**config.mk**
```make
export PLATFORM = sky130hd
export DESIGN_NAME = pac_cell
export DESIGN_NICKNAME = d
export VERILOG_FILES = /design/src/hw/rtl/pac_pkg.sv /design/src/hw/rtl/pac_cell.sv
export SDC_FILE = /design/constraint.sdc
export NUM_CORES = 1
export LEC_CHECK = 0
export ABC_AREA = 1
export BUFFER_PORTS_ARGS = -buffer_cell sky130_fd_sc_hd__buf_2
export CELL_PAD_IN_SITES_DETAIL_PLACEMENT = 1
export CELL_PAD_IN_SITES_GLOBAL_PLACEMENT = 1
export CORE_MARGIN = 5
export CORE_UTILIZATION = 30
export CTS_BUF_LIST = sky130_fd_sc_hd__clkbuf_8
export DETAILED_ROUTE_END_ITERATION = 10
export PLACE_DENSITY_LB_ADDON = 0.12
export SLEW_MARGIN = 25
export SYNTH_ARGS = -nofsm -noshare
export SYNTH_HDL_FRONTEND = slang
export SYNTH_SLANG_ARGS = --single-unit
```
**constraint.sdc**
```tcl
create_clock -name clk -period 6 [get_ports clk]
set_clock_uncertainty 0.15 [all_clocks]
set_input_delay 1.8 -clock clk [delete_from_list [all_inputs] [get_ports clk]]
set_output_delay 1.8 -clock clk [all_outputs]
set_load 0.005 [all_outputs]
```
**src/hw/rtl/pac_pkg.sv**
```systemverilog
// Shared types, codes and sizes for the positional array list.
package pac_pkg;

	localparam int DEPTH   = 128;
	localparam int IDX_W   = $clog2(DEPTH);
	localparam int CNT_W   = $clog2(DEPTH + 1);
	localparam int DATA_W  = 32;
	localparam int POS_W   = 7;
	localparam int COUNT_W = 8;
	localparam int GROUP   = 16;
	localparam int NGROUP  = (DEPTH + GROUP - 1) / GROUP;

	localparam logic [1:0] KIND_READ   = 2'd0;
	localparam logic [1:0] KIND_INSERT = 2'd1;
	localparam logic [1:0] KIND_APPEND = 2'd2;
	localparam logic [1:0] KIND_DELETE = 2'd3;

	localparam logic [1:0] ST_OK    = 2'd0;
	localparam logic [1:0] ST_RANGE = 2'd1;
	localparam logic [1:0] ST_FULL  = 2'd2;

	typedef enum logic [1:0] {
		CMD_NONE,
		CMD_INSERT,
		CMD_APPEND,
		CMD_DELETE
	} cmd_op_t;

	typedef struct packed {
		cmd_op_t          op;
		logic [CNT_W-1:0] pos;
		logic [CNT_W-1:0] used;
	} cell_cmd_t;

	typedef logic [DATA_W-1:0] word_t;

endpackage

```
**src/hw/rtl/pac_cell.sv**
```systemverilog
// One list cell: holds a single word and shifts it toward either neighbor.
module pac_cell (
	input  logic              clk,
	input  pac_pkg::cell_cmd_t cmd,
	input  pac_pkg::word_t    value,
	input  logic [pac_pkg::IDX_W-1:0] idx,
	input  pac_pkg::word_t    left,
	input  pac_pkg::word_t    right,
	output pac_pkg::word_t    entry,
	output pac_pkg::word_t    sel
);
	import pac_pkg::*;

	word_t            entry_q;
	logic [CNT_W-1:0] idx_c;

	assign idx_c = CNT_W'(idx);
	assign entry = entry_q;
	assign sel   = (idx_c == cmd.pos) ? entry_q : '0;

	always_ff @(posedge clk) begin
		case (cmd.op)
			CMD_INSERT: begin
				if (idx_c == cmd.pos) begin
					entry_q <= value;
				end else if (idx_c > cmd.pos) begin
					entry_q <= left;
				end
			end
			CMD_APPEND: begin
				if (idx_c == cmd.used) begin
					entry_q <= value;
				end
			end
			CMD_DELETE: begin
				if (idx_c >= cmd.pos) begin
					entry_q <= right;
				end
			end
			default: begin
			end
		endcase
	end

endmodule

```
==> impl_metrics.env <==
export IMPL_outcome="finished clean"
export IMPL_max_cap_violations=0
export IMPL_cts_inserted_buffers=5
export IMPL_rsz0062_at_grt="no"
export IMPL_syn_cell_area_mm2=0.00290
export IMPL_preCtsSetupSlack_ps=792
export IMPL_post_cts_buffers=0
export IMPL_area_growth_pct=36.7
export IMPL_whs_endpoint="entry[25]"
export IMPL_core_area_mm2=0.00933
export IMPL_setup_viol=0
export IMPL_worstMarginPinSlew_ps=852
export IMPL_routedWlPerCell_um=13.9
export IMPL_clockRootBuffer="clkbuf_8"
export IMPL_firstDrtPassIters=4
export IMPL_drt_wl_total_um=10700
export IMPL_die_w_um=108
export IMPL_synth_cells=468
export IMPL_post_route_drc_count=0
export IMPL_ant_nets=0
export IMPL_clkTransAtPathRegs_ps=80
export IMPL_cts_sinks=32
export IMPL_crit_path_end_kind="output port"
export IMPL_drv_slew=0
export IMPL_htree_num_levels=2
export IMPL_synthArstFlopShare_pct=0
export IMPL_synth_seq_cells=32
export IMPL_row_count=35
export IMPL_period_share_pct=86.4
export IMPL_gr_total_overflow=0
export IMPL_routed_via_density=4.45
export IMPL_hold_class="in -> reg"
export IMPL_largest_reg_flops=32
export IMPL_yosysSeqAreaShare_pct=33.2
export IMPL_clock_path_buffers=2
export IMPL_fin_ws_ps=816
export IMPL_place_gp_congestion=0.761
export IMPL_drt_iter0_drc=93
export IMPL_drive_gt1_share_pct=31.4
export IMPL_grtUsageTotal_pct=18.3
export IMPL_syn_area_per_cell_um2=6.19
export IMPL_initial_core_util_pct=31.0
export IMPL_ios=186
export IMPL_n_fill_cell=1325
export IMPL_dieArea_mm2=0.0117
export IMPL_synth_edf_count=32
export IMPL_synthDistinctLibCells=19
export IMPL_num_vias=3421
export IMPL_cts_tree="built"
export IMPL_port_buffer_count=185
export IMPL_synth_fp_nets=597
export IMPL_synth_flop_cell="edfxtp_1"
export IMPL_grt_max_degree=62
export IMPL_arrival_ps=3230
export IMPL_pwr_density_cell_mw_per_mm2=152
export IMPL_final_core_util_pct=42.4
export IMPL_min_from="left[25]"
export IMPL_crit_required_ps=4050
export IMPL_dp_hpwl_um=8040
export IMPL_power_w=0.000601
export IMPL_cts_resized=0
export IMPL_hold_viol_final=0
export IMPL_hold_ws_ps=1720
export IMPL_hold_depth=5
export IMPL_grt_pass1_wl_um=17100
export IMPL_critical_path_class="in -> out"
export IMPL_worstPathMaxFanout=61
export IMPL_fin_nets=769
export IMPL_fin_tns_setup_ps=0
export IMPL_grt_pass1_vias=3669
export IMPL_slew_headroom_pct=43.0
export IMPL_leakagePower_nw=2.51
export IMPL_ir_drop_uv=64.8
export IMPL_die_h_um=108
export IMPL_synth_warnings=0
export IMPL_min_period_ps=5180
export IMPL_ctsHoldBuffers=0
export IMPL_max_freq_mhz=193
export IMPL_start_kind="primary input"
export IMPL_antenna_found_initial=0
export IMPL_n_antenna_cell=0
## metal layers
layer / wire length, um / track usage [%]
met1: 4320 / 20.3
met3: 732 / 3.46
met4: 131 / 4.15
met2: 5510 / 35.6
met5: 0 / 0
## report_power, final
| part | internal, W | switching [W] |
|---|---|---|
| Clock | 0.0000773 | 0.0000871 |
| Combinational | 0.0000704 | 0.0000883 |
| Sequential | 0.000269 | 0.00000915 |
| Total | 0.000417 | 0.000184 |
## logic make-up after synthesis
family	after synthesis	synth area share [%]
AOI/OAI and AO/OA	33	5.70
xor gates and xnor gates	7	2.12
adders and majority gates	7	3.02
buffers and inverters	169	23.4
DFF	32	33.2
and+or+nand+nor	220	32.6
## worst max-delay path, cell delays in order
cell     delay, ps
buf_2           70
inv_1           30
ha_1           300
nand2_1         70
inv_1           40
nand2_2        100
nor2_8          50
inv_4          430
nor2_1         100
buf_2          160
## cell type report
type	instances	area [um^2]	share of cell area, %
Clock inverter	2	8.76	0.221
Multi-Input combinational cell	267	1260	31.8
Inverter	146	551	13.9
Timing Repair Buffer	188	948	24.0
Sequential cell	32	961	24.3
Tap cell	129	161	4.08
Clock buffer	5	68.8	1.74
## how the worst max path moves through the flow
stage / from / to / cells past startpoint
2_1_floorplan: cmd[11] / sel[10] / 9
3_3_place_gp: cmd[9] / sel[15] / 10
3_5_place_dp: cmd[9] / sel[24] / 10
4_1_cts: cmd[9] / sel[24] / 10
5_1_grt: cmd[9] / sel[14] / 10
6_report: cmd[9] / sel[24] / 10
## layout by cell type (no fill, tap or decap), types with 2 or more instances in the layout
master,count
nand3_1,65
nand2_1,113
nand2_2,2
ha_1,7
inv_2,2
xnor2_1,3
nor2_1,38
buf_2,185
edfxtp_1,32
buf_4,3
xor2_1,4
clkbuf_8,5
inv_1,144
o21ai_0,32
## per-stage QoR
step                      cells  cell area (um^2)
after floorplan             468              2900
after global placement      762              3880
after detailed placement    762              3880
after CTS                   769              3960
after global routing        769              3960
final                       769              3960
## Yosys cell counts, types with 3 or more instances
master / n / share of area, %
buf_4: 3 / 0.78
inv_1: 144 / 19
nand3_1: 65 / 11
ha_1: 7 / 3.0
xnor2_1: 3 / 0.91
buf_6: 3 / 1.2
nor2_1: 38 / 4.9
buf_2: 5 / 0.86
nand2_1: 114 / 15
edfxtp_1: 32 / 33
xor2_1: 4 / 1.2
o21ai_0: 32 / 5.5
clkbuf_1: 12 / 1.6
Note: power is estimated with default switching activity, not from simulation.
